**src/sv/packed_ring_desc_prefetch_core_macros.svh**
```systemverilog
// assertion macros shared by the prefetch core modules
// each expects i_clk and i_rst_n in scope
`ifndef PACKED_RING_DESC_PREFETCH_CORE_MACROS_SVH
`define PACKED_RING_DESC_PREFETCH_CORE_MACROS_SVH

// condition must hold in the same cycle
`define PRDP_ASSERT_NOW(label, ante, cons, msg) \
    label: assert property (@(posedge i_clk) disable iff (!i_rst_n) (ante) |-> (cons)) \
        else $error(msg);

// condition must hold in the following cycle
`define PRDP_ASSERT_NEXT(label, ante, cons, msg) \
    label: assert property (@(posedge i_clk) disable iff (!i_rst_n) (ante) |=> (cons)) \
        else $error(msg);

`endif

```
**src/sv/prdp_pkg.sv**
```systemverilog
package prdp_pkg;

    // descriptor and copy geometry
    localparam int DESC_BYTES     = 16;
    localparam int DESC_LOG2      = $clog2(DESC_BYTES);
    localparam int DMA_ALIGN_LOG2 = 6;
    localparam int DMA_ALIGN      = 1 << DMA_ALIGN_LOG2;
    localparam int OFF_W          = 12;
    localparam logic [OFF_W-1:0] ALIGN_MASK = OFF_W'(DMA_ALIGN - 1);

    // field widths
    localparam int ADDR_W     = 64;
    localparam int IDX_W      = 16;
    localparam int FLAGS_W    = 16;
    localparam int LOG2_W     = 4;
    localparam int WIN_W      = 9;
    localparam int LEN_W      = 20;
    localparam int SLOT_W     = 15;
    localparam int CNT1_W     = 16;
    localparam int OFFSET_W   = SLOT_W + DESC_LOG2;
    localparam int CFG_IDX_W  = 2;

    // descriptor flag bits
    localparam int FLAG_NEXT_BIT     = 0;
    localparam int FLAG_INDIRECT_BIT = 2;
    localparam int FLAG_AVAIL_BIT    = 7;
    localparam int FLAG_USED_BIT     = 15;

    // reset values of the configuration
    localparam logic [LOG2_W-1:0] RING_LOG2_RESET = LOG2_W'(8);
    localparam logic [WIN_W-1:0]  WINDOW_RESET    = WIN_W'(32);

    // command queue between front and back
    localparam int Q_DEPTH = 4;
    localparam int Q_PTR_W = $clog2(Q_DEPTH);
    localparam int Q_CNT_W = $clog2(Q_DEPTH + 1);

    typedef enum logic {
        REQ_KICK  = 1'b0,
        REQ_FLAGS = 1'b1
    } t_req;

    typedef enum logic {
        KIND_STATUS = 1'b0,
        KIND_DMA    = 1'b1
    } t_kind;

    typedef enum logic [2:0] {
        ST_DMA_REQ     = 3'd0,
        ST_BUSY        = 3'd1,
        ST_ACCEPTED    = 3'd2,
        ST_NOT_AVAIL   = 3'd3,
        ST_RING_FULL   = 3'd4,
        ST_WINDOW_DONE = 3'd5,
        ST_IDLE        = 3'd6
    } t_status;

    typedef enum logic [CFG_IDX_W-1:0] {
        CFG_HOST_BASE   = 2'd0,
        CFG_LOCAL_BASE  = 2'd1,
        CFG_RING_LOG2   = 2'd2,
        CFG_WINDOW_SIZE = 2'd3
    } t_cfg_idx;

    typedef struct packed {
        t_req               req_type;
        logic [FLAGS_W-1:0] desc_flags;
        logic [IDX_W-1:0]   consumed_index;
    } t_in_word;

    typedef struct packed {
        t_kind              kind;
        t_status            status;
        logic [ADDR_W-1:0]  dma_src;
        logic [ADDR_W-1:0]  dma_dst;
        logic [LEN_W-1:0]   dma_len;
        logic [IDX_W-1:0]   next_index;
        logic               wrap_counter;
        logic [IDX_W-1:0]   chain_end_index;
        logic [IDX_W-1:0]   indirect_count;
        logic               last;
    } t_out_word;

    typedef struct packed {
        logic [ADDR_W-1:0] host_base;
        logic [ADDR_W-1:0] local_base;
        logic [LOG2_W-1:0] ring_log2;
        logic [WIN_W-1:0]  window_size;
    } t_cfg;

    // one planned item: optional status word, then zero to two copies
    typedef struct packed {
        logic                has_status;
        t_status             status;
        logic [IDX_W-1:0]    next_index;
        logic                wrap;
        logic [IDX_W-1:0]    chain_end;
        logic [IDX_W-1:0]    indir;
        logic                has_dma;
        logic                split;
        logic [CNT1_W-1:0]   cnt1;
        logic [WIN_W-1:0]    cnt2;
        logic [OFFSET_W-1:0] offset;
    } t_cmd;

endpackage

```
**src/sv/prdp_front.sv**
```systemverilog
module prdp_front import prdp_pkg::*; (
    input  logic     i_clk,
    input  logic     i_rst_n,
    input  t_cfg     i_cfg,
    input  logic     i_in_valid,
    output logic     o_in_ready,
    input  t_in_word i_in_data,
    input  logic     i_q_full,
    output logic     o_push,
    output t_cmd     o_cmd
);

    logic [IDX_W-1:0] r_next_desc,   n_next_desc;
    logic             r_avail_wrap,  n_avail_wrap;
    logic             r_fetching,    n_fetching;
    logic [IDX_W-1:0] r_scan_index,  n_scan_index;
    logic             r_scan_wrap,   n_scan_wrap;
    logic [IDX_W-1:0] r_window_end,  n_window_end;
    logic [IDX_W-1:0] r_chain_end,   n_chain_end;
    logic [IDX_W-1:0] r_indir_seen,  n_indir_seen;

    logic [LOG2_W-1:0] ring_log2;
    logic [IDX_W-1:0]  ring_n;
    logic [IDX_W-1:0]  ring_mask;
    logic [WIN_W-1:0]  win_nz;
    logic [WIN_W-1:0]  win;

    logic [IDX_W-1:0]  si_inc;
    logic [IDX_W-1:0]  indir_inc;
    logic [IDX_W-1:0]  chain_upd;
    logic              sw_upd;
    logic [IDX_W-1:0]  gap;
    logic              avail_bit;
    logic              used_bit;
    logic              do_kick;
    logic [IDX_W-1:0]  kick_idx;
    logic              kick_wrap;
    logic [IDX_W-1:0]  slot;
    logic [IDX_W:0]    slot_end;
    logic              split;

    // ring and window size, clamped
    always_comb begin
        ring_log2 = (i_cfg.ring_log2 == '0) ? LOG2_W'(1) : i_cfg.ring_log2;
        ring_n    = IDX_W'(1) << ring_log2;
        ring_mask = ring_n - IDX_W'(1);
        win_nz    = (i_cfg.window_size == '0) ? WIN_W'(1) : i_cfg.window_size;
        win       = ({{(IDX_W-WIN_W){1'b0}}, win_nz} > ring_n) ? ring_n[WIN_W-1:0] : win_nz;
    end

    assign o_in_ready = !i_q_full;
    assign o_push     = i_in_valid && !i_q_full;

    // classify the word and plan its results
    always_comb begin
        n_next_desc  = r_next_desc;
        n_avail_wrap = r_avail_wrap;
        n_fetching   = r_fetching;
        n_scan_index = r_scan_index;
        n_scan_wrap  = r_scan_wrap;
        n_window_end = r_window_end;
        n_chain_end  = r_chain_end;
        n_indir_seen = r_indir_seen;

        si_inc    = r_scan_index + IDX_W'(1);
        indir_inc = r_indir_seen + IDX_W'(i_in_data.desc_flags[FLAG_INDIRECT_BIT]);
        chain_upd = i_in_data.desc_flags[FLAG_NEXT_BIT] ? r_chain_end : si_inc;
        sw_upd    = r_scan_wrap ^ ((si_inc & ring_mask) == '0);
        gap       = r_scan_index - i_in_data.consumed_index;
        avail_bit = i_in_data.desc_flags[FLAG_AVAIL_BIT];
        used_bit  = i_in_data.desc_flags[FLAG_USED_BIT];

        do_kick   = 1'b0;
        kick_idx  = r_next_desc;
        kick_wrap = r_avail_wrap;

        o_cmd            = '0;
        o_cmd.has_status = 1'b1;
        o_cmd.status     = ST_BUSY;
        o_cmd.next_index = r_next_desc;
        o_cmd.wrap       = r_avail_wrap;
        o_cmd.chain_end  = r_chain_end;
        o_cmd.indir      = r_indir_seen;

        case (i_in_data.req_type)
            REQ_KICK: begin
                if (r_fetching) begin
                    o_cmd.status = ST_BUSY;
                end else begin
                    do_kick          = 1'b1;
                    o_cmd.has_status = 1'b0;
                end
            end
            REQ_FLAGS: begin
                if (!r_fetching) begin
                    o_cmd.status = ST_IDLE;
                end else if (gap == ring_n || avail_bit != r_scan_wrap
                             || used_bit == r_scan_wrap) begin
                    // stop: commit the scan position and close the window
                    n_next_desc      = r_scan_index;
                    n_avail_wrap     = r_scan_wrap;
                    n_fetching       = 1'b0;
                    o_cmd.status     = (gap == ring_n) ? ST_RING_FULL : ST_NOT_AVAIL;
                    o_cmd.next_index = r_scan_index;
                    o_cmd.wrap       = r_scan_wrap;
                end else if (si_inc == r_window_end) begin
                    // window complete: commit and open the next one
                    n_next_desc      = si_inc;
                    n_avail_wrap     = sw_upd;
                    n_chain_end      = chain_upd;
                    do_kick          = 1'b1;
                    kick_idx         = si_inc;
                    kick_wrap        = sw_upd;
                    o_cmd.status     = ST_WINDOW_DONE;
                    o_cmd.next_index = si_inc;
                    o_cmd.wrap       = sw_upd;
                    o_cmd.chain_end  = chain_upd;
                    o_cmd.indir      = indir_inc;
                end else begin
                    n_scan_index    = si_inc;
                    n_scan_wrap     = sw_upd;
                    n_chain_end     = chain_upd;
                    n_indir_seen    = indir_inc;
                    o_cmd.status    = ST_ACCEPTED;
                    o_cmd.wrap      = sw_upd;
                    o_cmd.chain_end = chain_upd;
                    o_cmd.indir     = indir_inc;
                end
            end
            default: begin
                o_cmd.status = ST_BUSY;
            end
        endcase

        // window opening and copy split
        slot     = kick_idx & ring_mask;
        slot_end = {1'b0, slot} + (IDX_W+1)'(win);
        split    = slot_end > {1'b0, ring_n};
        if (do_kick) begin
            n_scan_index  = kick_idx;
            n_scan_wrap   = kick_wrap;
            n_window_end  = kick_idx + IDX_W'(win);
            n_indir_seen  = '0;
            n_fetching    = 1'b1;
            o_cmd.has_dma = 1'b1;
            o_cmd.split   = split;
            o_cmd.cnt1    = split ? (ring_n - slot) : CNT1_W'(win);
            o_cmd.cnt2    = slot_end[WIN_W-1:0] - ring_n[WIN_W-1:0];
            o_cmd.offset  = {slot[SLOT_W-1:0], {DESC_LOG2{1'b0}}};
        end
    end

    // ring state
    always_ff @(posedge i_clk) begin
        if (!i_rst_n) begin
            r_next_desc  <= '0;
            r_avail_wrap <= 1'b1;
            r_fetching   <= 1'b0;
            r_scan_index <= '0;
            r_scan_wrap  <= 1'b0;
            r_window_end <= '0;
            r_chain_end  <= '0;
            r_indir_seen <= '0;
        end else if (o_push) begin
            r_next_desc  <= n_next_desc;
            r_avail_wrap <= n_avail_wrap;
            r_fetching   <= n_fetching;
            r_scan_index <= n_scan_index;
            r_scan_wrap  <= n_scan_wrap;
            r_window_end <= n_window_end;
            r_chain_end  <= n_chain_end;
            r_indir_seen <= n_indir_seen;
        end
    end

endmodule

```
**src/sv/prdp_queue.sv**
```systemverilog
`include "packed_ring_desc_prefetch_core_macros.svh"

module prdp_queue import prdp_pkg::*; (
    input  logic i_clk,
    input  logic i_rst_n,
    input  logic i_push,
    input  t_cmd i_data,
    output logic o_full,
    output logic o_valid,
    output t_cmd o_data,
    input  logic i_pop
);

    t_cmd               r_mem [Q_DEPTH];
    logic [Q_PTR_W-1:0] r_wr_ptr;
    logic [Q_PTR_W-1:0] r_rd_ptr;
    logic [Q_CNT_W-1:0] r_count;

    assign o_full  = (r_count == Q_CNT_W'(Q_DEPTH));
    assign o_valid = (r_count != '0);
    assign o_data  = r_mem[r_rd_ptr];

    // pointers and fill count
    always_ff @(posedge i_clk) begin
        if (!i_rst_n) begin
            r_wr_ptr <= '0;
            r_rd_ptr <= '0;
            r_count  <= '0;
        end else begin
            if (i_push) begin
                r_wr_ptr <= r_wr_ptr + Q_PTR_W'(1);
            end
            if (i_pop) begin
                r_rd_ptr <= r_rd_ptr + Q_PTR_W'(1);
            end
            if (i_push && !i_pop) begin
                r_count <= r_count + Q_CNT_W'(1);
            end else if (i_pop && !i_push) begin
                r_count <= r_count - Q_CNT_W'(1);
            end
        end
    end

    // entry storage
    always_ff @(posedge i_clk) begin
        if (i_push) begin
            r_mem[r_wr_ptr] <= i_data;
        end
    end

    `PRDP_ASSERT_NOW(a_no_overflow, i_push, !o_full || i_pop, "push into full queue")
    `PRDP_ASSERT_NOW(a_no_underflow, i_pop, o_valid, "pop from empty queue")
    `PRDP_ASSERT_NEXT(a_count_up, i_push && !i_pop, r_count == $past(r_count) + 1'b1, "count slip")

endmodule

```
**src/sv/prdp_back.sv**
```systemverilog
`include "packed_ring_desc_prefetch_core_macros.svh"

module prdp_back import prdp_pkg::*; (
    input  logic      i_clk,
    input  logic      i_rst_n,
    input  t_cfg      i_cfg,
    input  logic      i_q_valid,
    input  t_cmd      i_q_data,
    output logic      o_q_pop,
    output logic      o_out_valid,
    input  logic      i_out_ready,
    output t_out_word o_out_data
);

    logic [1:0]        r_sub;
    logic              r_out_valid;
    t_out_word         r_out;

    logic [1:0]        res_cnt;
    logic              is_last;
    logic              load;
    logic              dma_second;
    logic [ADDR_W-1:0] sum_h;
    logic [OFF_W-1:0]  off;
    t_out_word         word;

    // results of the head entry
    assign res_cnt = 2'(i_q_data.has_status)
                   + (i_q_data.has_dma ? (i_q_data.split ? 2'd2 : 2'd1) : 2'd0);
    assign is_last = (r_sub == res_cnt - 2'd1);
    assign load    = i_q_valid && (!r_out_valid || i_out_ready);
    assign o_q_pop = load && is_last;

    // copy address of the first copy, aligned down
    assign sum_h = i_cfg.host_base + ADDR_W'(i_q_data.offset);
    assign off   = sum_h[OFF_W-1:0] & ALIGN_MASK;

    // build the next result word
    always_comb begin
        dma_second = (r_sub != 2'(i_q_data.has_status));
        word                 = '0;
        word.next_index      = i_q_data.next_index;
        word.wrap_counter    = i_q_data.wrap;
        word.chain_end_index = i_q_data.chain_end;
        word.last            = is_last;
        if (i_q_data.has_status && r_sub == 2'd0) begin
            word.kind           = KIND_STATUS;
            word.status         = i_q_data.status;
            word.indirect_count = i_q_data.indir;
        end else begin
            word.kind   = KIND_DMA;
            word.status = ST_DMA_REQ;
            if (dma_second) begin
                word.dma_src = i_cfg.host_base;
                word.dma_dst = i_cfg.local_base;
                word.dma_len = LEN_W'({i_q_data.cnt2, {DESC_LOG2{1'b0}}});
            end else begin
                word.dma_src = sum_h & {{(ADDR_W-OFF_W){1'b1}}, ~ALIGN_MASK};
                word.dma_dst = i_cfg.local_base + ADDR_W'(i_q_data.offset) - ADDR_W'(off);
                word.dma_len = LEN_W'({i_q_data.cnt1, {DESC_LOG2{1'b0}}}) + LEN_W'(off);
            end
        end
    end

    // output register and position in the entry
    always_ff @(posedge i_clk) begin
        if (!i_rst_n) begin
            r_sub       <= '0;
            r_out_valid <= 1'b0;
        end else begin
            if (load) begin
                r_out_valid <= 1'b1;
                r_sub       <= is_last ? 2'd0 : r_sub + 2'd1;
            end else if (i_out_ready) begin
                r_out_valid <= 1'b0;
            end
        end
    end

    always_ff @(posedge i_clk) begin
        if (load) begin
            r_out <= word;
        end
    end

    assign o_out_valid = r_out_valid;
    assign o_out_data  = r_out;

    `PRDP_ASSERT_NOW(a_entry_nonempty, i_q_valid, res_cnt != 2'd0, "entry without results")
    `PRDP_ASSERT_NOW(a_sub_in_range, i_q_valid, r_sub < res_cnt, "result position past entry")
    `PRDP_ASSERT_NEXT(a_sub_idle, !i_q_valid, r_sub == $past(r_sub), "position moved while empty")

endmodule

```
**src/sv/packed_ring_desc_prefetch_core.sv**
```systemverilog
// channel  | dir | handshake                  | word
// ---------+-----+----------------------------+--------------------------------
// in       | in  | i_in_valid / o_in_ready    | t_in_word: kick or flags word
// out      | out | o_out_valid / i_out_ready  | t_out_word: status or copy plan
// cfg      | in  | i_cfg_valid / o_cfg_ready  | i_cfg_index, i_cfg_data
//
// one input word is taken per cycle while the four-entry command queue has room
// each word yields one to three result words, sent one per cycle from the output register while i_out_ready is high
// first result passes through the command queue entry and then the output register
// reset is synchronous and active low; there is no clearing pass
// a stalled output backs up the queue, then drops o_in_ready; cfg is always ready
module packed_ring_desc_prefetch_core import prdp_pkg::*; (
    input  logic                 i_clk,
    input  logic                 i_rst_n,
    input  logic                 i_in_valid,
    output logic                 o_in_ready,
    input  t_in_word             i_in_data,
    output logic                 o_out_valid,
    input  logic                 i_out_ready,
    output t_out_word            o_out_data,
    input  logic                 i_cfg_valid,
    output logic                 o_cfg_ready,
    input  logic [CFG_IDX_W-1:0] i_cfg_index,
    input  logic [ADDR_W-1:0]    i_cfg_data
);

    t_cfg r_cfg;
    logic q_full;
    logic q_push;
    t_cmd q_in;
    logic q_valid;
    t_cmd q_out;
    logic q_pop;

    assign o_cfg_ready = 1'b1;

    // configuration registers
    always_ff @(posedge i_clk) begin
        if (!i_rst_n) begin
            r_cfg.host_base   <= '0;
            r_cfg.local_base  <= '0;
            r_cfg.ring_log2   <= RING_LOG2_RESET;
            r_cfg.window_size <= WINDOW_RESET;
        end else if (i_cfg_valid) begin
            case (t_cfg_idx'(i_cfg_index))
                CFG_HOST_BASE:   r_cfg.host_base   <= i_cfg_data;
                CFG_LOCAL_BASE:  r_cfg.local_base  <= i_cfg_data;
                CFG_RING_LOG2:   r_cfg.ring_log2   <= i_cfg_data[LOG2_W-1:0];
                CFG_WINDOW_SIZE: r_cfg.window_size <= i_cfg_data[WIN_W-1:0];
                default: begin
                    r_cfg <= r_cfg;
                end
            endcase
        end
    end

    // front: ring state and planning
    prdp_front u_front (
        .i_clk      (i_clk),
        .i_rst_n    (i_rst_n),
        .i_cfg      (r_cfg),
        .i_in_valid (i_in_valid),
        .o_in_ready (o_in_ready),
        .i_in_data  (i_in_data),
        .i_q_full   (q_full),
        .o_push     (q_push),
        .o_cmd      (q_in)
    );

    prdp_queue u_queue (
        .i_clk   (i_clk),
        .i_rst_n (i_rst_n),
        .i_push  (q_push),
        .i_data  (q_in),
        .o_full  (q_full),
        .o_valid (q_valid),
        .o_data  (q_out),
        .i_pop   (q_pop)
    );

    // back: result expansion and copy addresses
    prdp_back u_back (
        .i_clk       (i_clk),
        .i_rst_n     (i_rst_n),
        .i_cfg       (r_cfg),
        .i_q_valid   (q_valid),
        .i_q_data    (q_out),
        .o_q_pop     (q_pop),
        .o_out_valid (o_out_valid),
        .i_out_ready (i_out_ready),
        .o_out_data  (o_out_data)
    );

endmodule
```
**config.mk**
```make
export PLATFORM = sky130hd
export DESIGN_NAME = packed_ring_desc_prefetch_core
export DESIGN_NICKNAME = d
export VERILOG_FILES = /design/src/sv/prdp_pkg.sv /design/src/sv/prdp_front.sv /design/src/sv/prdp_queue.sv /design/src/sv/prdp_back.sv /design/src/sv/packed_ring_desc_prefetch_core.sv
export VERILOG_INCLUDE_DIRS = /design/src /design/src/sv
export SDC_FILE = /design/constraint.sdc
export NUM_CORES = 2
export LEC_CHECK = 0
export BUFFER_PORTS_ARGS = -buffer_cell sky130_fd_sc_hd__buf_4
export CAP_MARGIN = 20
export CORE_MARGIN = 1
export CORE_UTILIZATION = 25
export DETAILED_ROUTE_END_ITERATION = 10
export PLACE_DENSITY = 0.42
export SLEW_MARGIN = 10
export SYNTH_ARGS = -nofsm -noshare
export SYNTH_HDL_FRONTEND = slang
export SYNTH_SLANG_ARGS = --single-unit
```
**constraint.sdc**
```tcl
create_clock -name i_clk -period 8.1 [get_ports i_clk]
set_input_delay 0.405 -clock i_clk [delete_from_list [all_inputs] [get_ports i_clk]]
set_output_delay 0.405 -clock i_clk [all_outputs]
set_load 0.1 [all_outputs]
```
; ---- Word level (Yosys, flattened, before mapping)
; Memory sizes are Yosys's and may differ from the RTL's. A register that Yosys moved wholly into a read port is not among the register bits.
; Cells that the tools add are included.
[totals]
ramBits = 396
reg_bits = 436
output_inout_bits = 205
in_bits = 104
memories = 1
elab_cells = 167
[mem_list]
columns = memory, words, word_bits, read_ports, rd_ports_with_merged_regs, write_ports, line
row1 = u_queue.r_mem, 4, 99, 1, 1, 1, prdp_queue.sv:14  ; t_cmd r_mem [Q_DEPTH];
[classes]
bitwise_logic = 6
n_reduce_logical = 34
order_cmp = 2
shifts = 1
n_addsub = 19
muxes = 63
n_eq_ne = 12
[ops]
columns = cell, count
row1 = 16-bit 2-to-1 mux, 17
row2 = 148-bit 2-to-1 mux, 1
row3 = 64-bit by 19-bit adder with 64-bit output, 2
row4 = 49-bit 2-to-1 mux, 2
row5 = 64-bit by 6-bit subtractor with 64-bit output, 1
row6 = 46-bit 2-to-1 mux, 1
row7 = 16-bit AND, 2
row8 = 16-bit == test, 2
row9 = 32-bit 2-to-1 mux, 1
row10 = 16-bit subtractor, 2
row11 = 1-bit 2-to-1 mux, 24
row12 = 20-bit by 6-bit adder with 20-bit output, 1
row13 = 20-bit 2-to-1 mux, 1
row14 = 9-bit 2-to-1 mux, 2
row15 = 16-bit by 9-bit adder with 17-bit output, 1
row16 = 17-bit by 16-bit greater-than comparator with 1-bit output, 1
row17 = 16-bit by 1-bit adder with 16-bit output, 1
row18 = 16-bit by 1-bit adder with 16-bit output (second input constant), 1
row19 = 16-bit by 9-bit adder with 16-bit output, 1
row20 = 9-bit by 16-bit greater-than comparator with 1-bit output, 1
row21 = 16-bit logical NOT, 1
row22 = 1-bit by 4-bit left shift with 16-bit output (first input constant), 1
row23 = 16-bit by 1-bit subtractor with 16-bit output (second input constant), 1
row24 = 3-bit 2-to-1 mux, 5
row25 = other kinds (33), 64

; ---- Depth between registers and ports, before layout
[depth]
depth_word = 14
depth_mapped = 37

; ---- Modules after synthesis
; From an unflattened synthesis, not the netlist that was laid out.
[unflattened]
cells_unflattened = 4032
hier_area_um2 = 44508.9
[by_module_without_submodules]
columns = module, area_per_inst_um2, cells_each, instances
row1 = prdp_queue, 14696.6, 560, 1
row2 = prdp_back, 14198.6, 1510, 1
row3 = prdp_front, 10231.1, 1430, 1
row4 = packed_ring_desc_prefetch_core, 5382.7, 532, 1

; ---- Worst setup path before layout
; Ideal clock, no wire load.
[synth_path]
path_type = register to register
startpoint = reg u_front.r_scan_index[0]
endpoint = mem u_queue.r_mem[0][32] (netlist bit), data pin
setup_slack_ps = 677
period_less_slack_ps = 7423
required_time_ps = 7883
arrival_ps = 7206
path_stages_with_launch = 37
path_cell_list = dfxtp_1 -> clkbuf_1 -> inv_1 -> ha_1 -> fa_1 -> nor2b_1 -> o31ai_2 -> a21oi_1 -> o2111ai_1 -> a21o_1 -> and3_1 -> a2111oi_2 -> buf_6 -> buf_6 -> mux2i_1 -> nor2_1 -> ha_1 -> a21o_1 -> a21oi_1 -> o21bai_1 -> a21oi_1 -> nor2b_1 -> o21a_1 -> o21ai_0 -> nand2b_1 -> a21oi_1 -> nand3b_1 -> or4_1 -> xor2_1 -> ha_1 -> a21o_1 -> a21oi_1 -> nand2_1 -> o21ai_0 -> clkbuf_1 -> nor2_1 -> a211oi_1
[synth_rtl]
columns = element, line
row1 = from (decl), prdp_front.sv:16  ; logic [IDX_W-1:0] r_scan_index, n_scan_index;
row2 = from (signal assigned), prdp_front.sv:168  ; r_scan_index <= n_scan_index;
row3 = to (decl), prdp_queue.sv:14

==> impl_metrics.json <==
{
  "status": "completed",
  "worstSetupPathType": "flip-flop to flip-flop",
  "worst_path_most_repeated_cell": "a21oi_1",
  "stdcell_count": 6640,
  "routedWlPerCell_um": 20.86,
  "cts_max_level": 3,
  "drive_gt1_share_pct": 17.31,
  "critPathMaxStageDelay_ns": 0.54,
  "post-route-period-util_pct": 92.87,
  "viasPerCell": 4.652,
  "regToRegStartpoint": "u_front.r_scan_index[0]",
  "synth_compound_area_share_pct": 12.80,
  "min_path_cells": 2,
  "dp_hpwl_mm": 99.33,
  "synth_xor_xnor_area_share_pct": 5.154,
  "worstMarginPinSlew_ns": 1.095,
  "skew_ns": 0.05201,
  "dp.cells": 6392,
  "die_w_um": 413.4,
  "yosys.area_share.simple_pct": 13.94,
  "path_max_fanout": 13,
  "reg2reg_setup_slack_ns": 0.58,
  "yosysWarnings": 0,
  "power.leakage_nw": 18.95,
  "synth.distinct_cells": 108,
  "cts.sinks": 818,
  "fin_crit_ns": 7.522,
  "grt_pass1_vias": 30683,
  "cap_violations": 0,
  "max-clock-path-buffers": 3,
  "p_total_mw": 19.27,
  "synthTopCellsByArea": "edfxtp_1 (41%), dfxtp_1 (11%), nand2_1 (5.2%)",
  "gp_congestion": 0.8635,
  "area_delta_synth_final_pct": 21.43,
  "synth-async-reset-ratio_pct": 0,
  "arrival_ns": 8.02,
  "grt_max_degree": 81,
  "vdd.ir_drop.worst_uv": 283.3,
  "cts_tree": "built",
  "antenna_found_initial": 6,
  "hold_class": "primary input to flip-flop",
  "synth_edf_count": 582,
  "setup_violations": 0,
  "vias": 30887,
  "synthCells": 3970,
  "die_y_um": 413.4,
  "gr-total-overflow": 0,
  "whs_endpoint": "u_front.r_avail_wrap",
  "ant_nets": 0,
  "p_per_area_nw_per_um2": 375.0,
  "synth_top_area_share_pct": 41.30,
  "io_pins": 309,
  "slew_headroom_pct": 26.43,
  "antenna_cells": 0,
  "portBuffers": 295,
  "endpoint_kind": "flip-flop",
  "routed_wl_mm": 138.5,
  "grt_setup_unrepaired": "no",
  "final_max_slew_viol_count": 0,
  "min_from": "i_rst_n",
  "drtIter0Drc": 2044,
  "slowest_stage": "or4_1",
  "synth_top_family_by_area": "simple AND/OR/NAND/NOR gates",
  "synth_fa_ha_area_share_pct": 5.423,
  "start_util_pct": 25.25,
  "syn_area_sq_um": 42310,
  "synthFlopType": "edfxtp_1",
  "final_core_util_pct": 30.66,
  "grt_pass1_wl_mm": 204.0,
  "core_area_sq_um": 167600,
  "cp-start-kind": "flip-flop",
  "crit_required_ns": 8.60,
  "dr.pass1.iters": 5,
  "clk_pin_slew_ns": 0.07,
  "rows": 150,
  "ys_seq_area_share_pct": 52.47,
  "cts_made_buffers": 96,
  "hold_viol_final": 0,
  "fin_setup_tns_ns": 0,
  "fmax_mhz": 132.9,
  "insertion_delay_ns": 0.72,
  "worstReg2RegEnd": "u_queue.r_mem[1][41]",
  "root_buffer": "clkbuf_16",
  "muxShareOfSynthArea_pct": 6.269,
  "die-area_sq_um": 170900,
  "synth_top_area_cell": "edfxtp_1",
  "synth_area_per_cell_sq_um": 10.66,
  "track_usage_pct": 15.93,
  "reg2reg_depth": 36,
  "synth_seq_cells": 818,
  "drcViolationCount": 0,
  "final_nets": 4636
}
how the worst max path moves through the flow:
stage,from,end,depth (start not counted),slack (ns)
finish,u_front.r_scan_index[0],u_queue.r_mem[1][41],36,0.58
global route,u_front.r_scan_index[0],u_queue.r_mem[1][41],37,0.06
CTS,u_front.r_scan_index[1],u_queue.r_mem[1][31],32,0.26
detailed placement,u_front.r_scan_index[1],u_queue.r_mem[3][35],33,0.36
global placement,u_front.r_scan_index[1],u_queue.r_mem[1][35],33,0.37
floorplan,u_front.r_scan_index[0],u_queue.r_mem[0][32],36,0.68
placed cells by master (no fill, tap or decap), types with 51 or more instances in the layout:
cell type	Yosys	layout
and3_1	64	60
mux4_2	95	95
edfxtp_1	582	582
dlygate4sd3_1	0	66
nor2_1	287	283
dfxtp_1	236	233
a21oi_1	405	403
a21o_1	79	79
buf_4	10	429
nand2_1	586	585
a211oi_1	51	51
o21ai_0	150	149
clkbuf_16	0	98
inv_1	205	202
ha_1	169	168
xor2_1	97	97
xnor2_1	140	140
nand3_1	75	75
nor3_1	62	61
per-layer routing:
layer  share of wire (%)  up-vias  track usage (%)  routed length [um]
met4                 2.1        6            4.078                2875
met5               0.025        -                0                  34
met3                 3.7      150            2.320                5117
li1                    -    15103                -                   -
met1                  47    15038            21.72               64900
met2                  47      590            26.29               65570
kinds of logic after synthesis:
group                      after synthesis
xor gates and xnor gates               242
DFF                                    818
buffers and inverters                  420
and+or+nand+nor                       1285
adders and majority gates              178
muxes                                  141
AOI/OAI and AO/OA                      884
other                                    2
worst max-delay path, delay by kind of cell, from the launching register on:
kind | cells | cell delay [ns]
buffers and inverters | 6 | 0.86
AO/OA/AOI/OAI | 13 | 2.00
adder cells (fa/ha/maj) | 4 | 1.12
XOR/XNOR | 1 | 0.17
flip-flops | 1 | 0.37
multiplexers | 1 | 0.29
AND/OR/NAND/NOR | 11 | 2.49
Yosys cell counts (all sizes together), types with 7 or more instances:
cell type / n
a31oi: 17
and4: 8
inv: 206
mux2i: 36
and3: 64
buf: 45
nand3: 78
nand4: 37
a2111oi: 9
or2: 9
o22a: 9
nor3: 62
fa: 9
o22ai: 15
nand2: 586
nor3b: 8
edfxtp: 582
o21bai: 30
a21o: 79
o21a: 27
xnor2: 143
dfxtp: 236
xor2: 97
o31ai: 12
nor4: 20
nor2b: 22
nor2: 290
a22o: 7
or3: 35
clkbuf: 168
a21oi: 405
nand2b: 17
nand3b: 9
a211oi: 52
mux4: 95
o2111ai: 7
o211ai: 12
o21ai: 156
and2: 23
ha: 169
mux2: 10
metrics by stage:
| stage | hold WS (ns) | setup WS, ns | cell area (sq um) |
|---|---|---|---|
| after global placement | 0.4418 | 0.3713 | 47520 |
| after CTS | 0.009595 | 0.2592 | 51350 |
| final | 0.07767 | 0.5776 | 51380 |
| after detailed placement | 0.4468 | 0.3632 | 47550 |
| after global routing | 0.04526 | 0.05655 | 51380 |
| after floorplan | 0.4361 | 0.6771 | 42320 |
sequential cells by signal, summed over array words and instances (netlist names), named ones only:
signal	cells
u_queue.r_mem	380
u_front.r_window_end	16
u_queue.r_rd_ptr	2
u_front.r_next_desc	16
u_back.r_sub	2
u_front.r_avail_wrap	1
u_front.r_fetching	1
u_front.r_scan_index	16
u_back.o_out_valid	1
u_queue.r_wr_ptr	2
u_queue.r_count	3
r_cfg	141
u_front.r_scan_wrap	1
u_front.r_indir_seen	16
u_back.o_out_data	202
u_front.r_chain_end	16
timing repair:
action | in CTS | in global routing
hold buffers | 66 | 0
setup buffers | 0 | 2
setup endpoints to repair | 0 | 68
gates resized for setup | 0 | 5
hold endpoints to repair | 133 | 0
power breakdown:
group / internal (mW) / switching (mW)
Sequential: 5.64 / 0.347
Combinational: 2.13 / 6.83
Clock: 2.46 / 1.87
cell type report:
type | instances | area, sq um
inverters | 207 | 789.5
fillers | 17370 | 116200
clock buffers | 124 | 2610
clock inverters | 56 | 529.3
well taps | 2204 | 2758
repair buffers | 497 | 3929
multi-input cells | 2734 | 18560
flip-flops and latches | 818 | 22210
(Power assumes the default switching activity.)
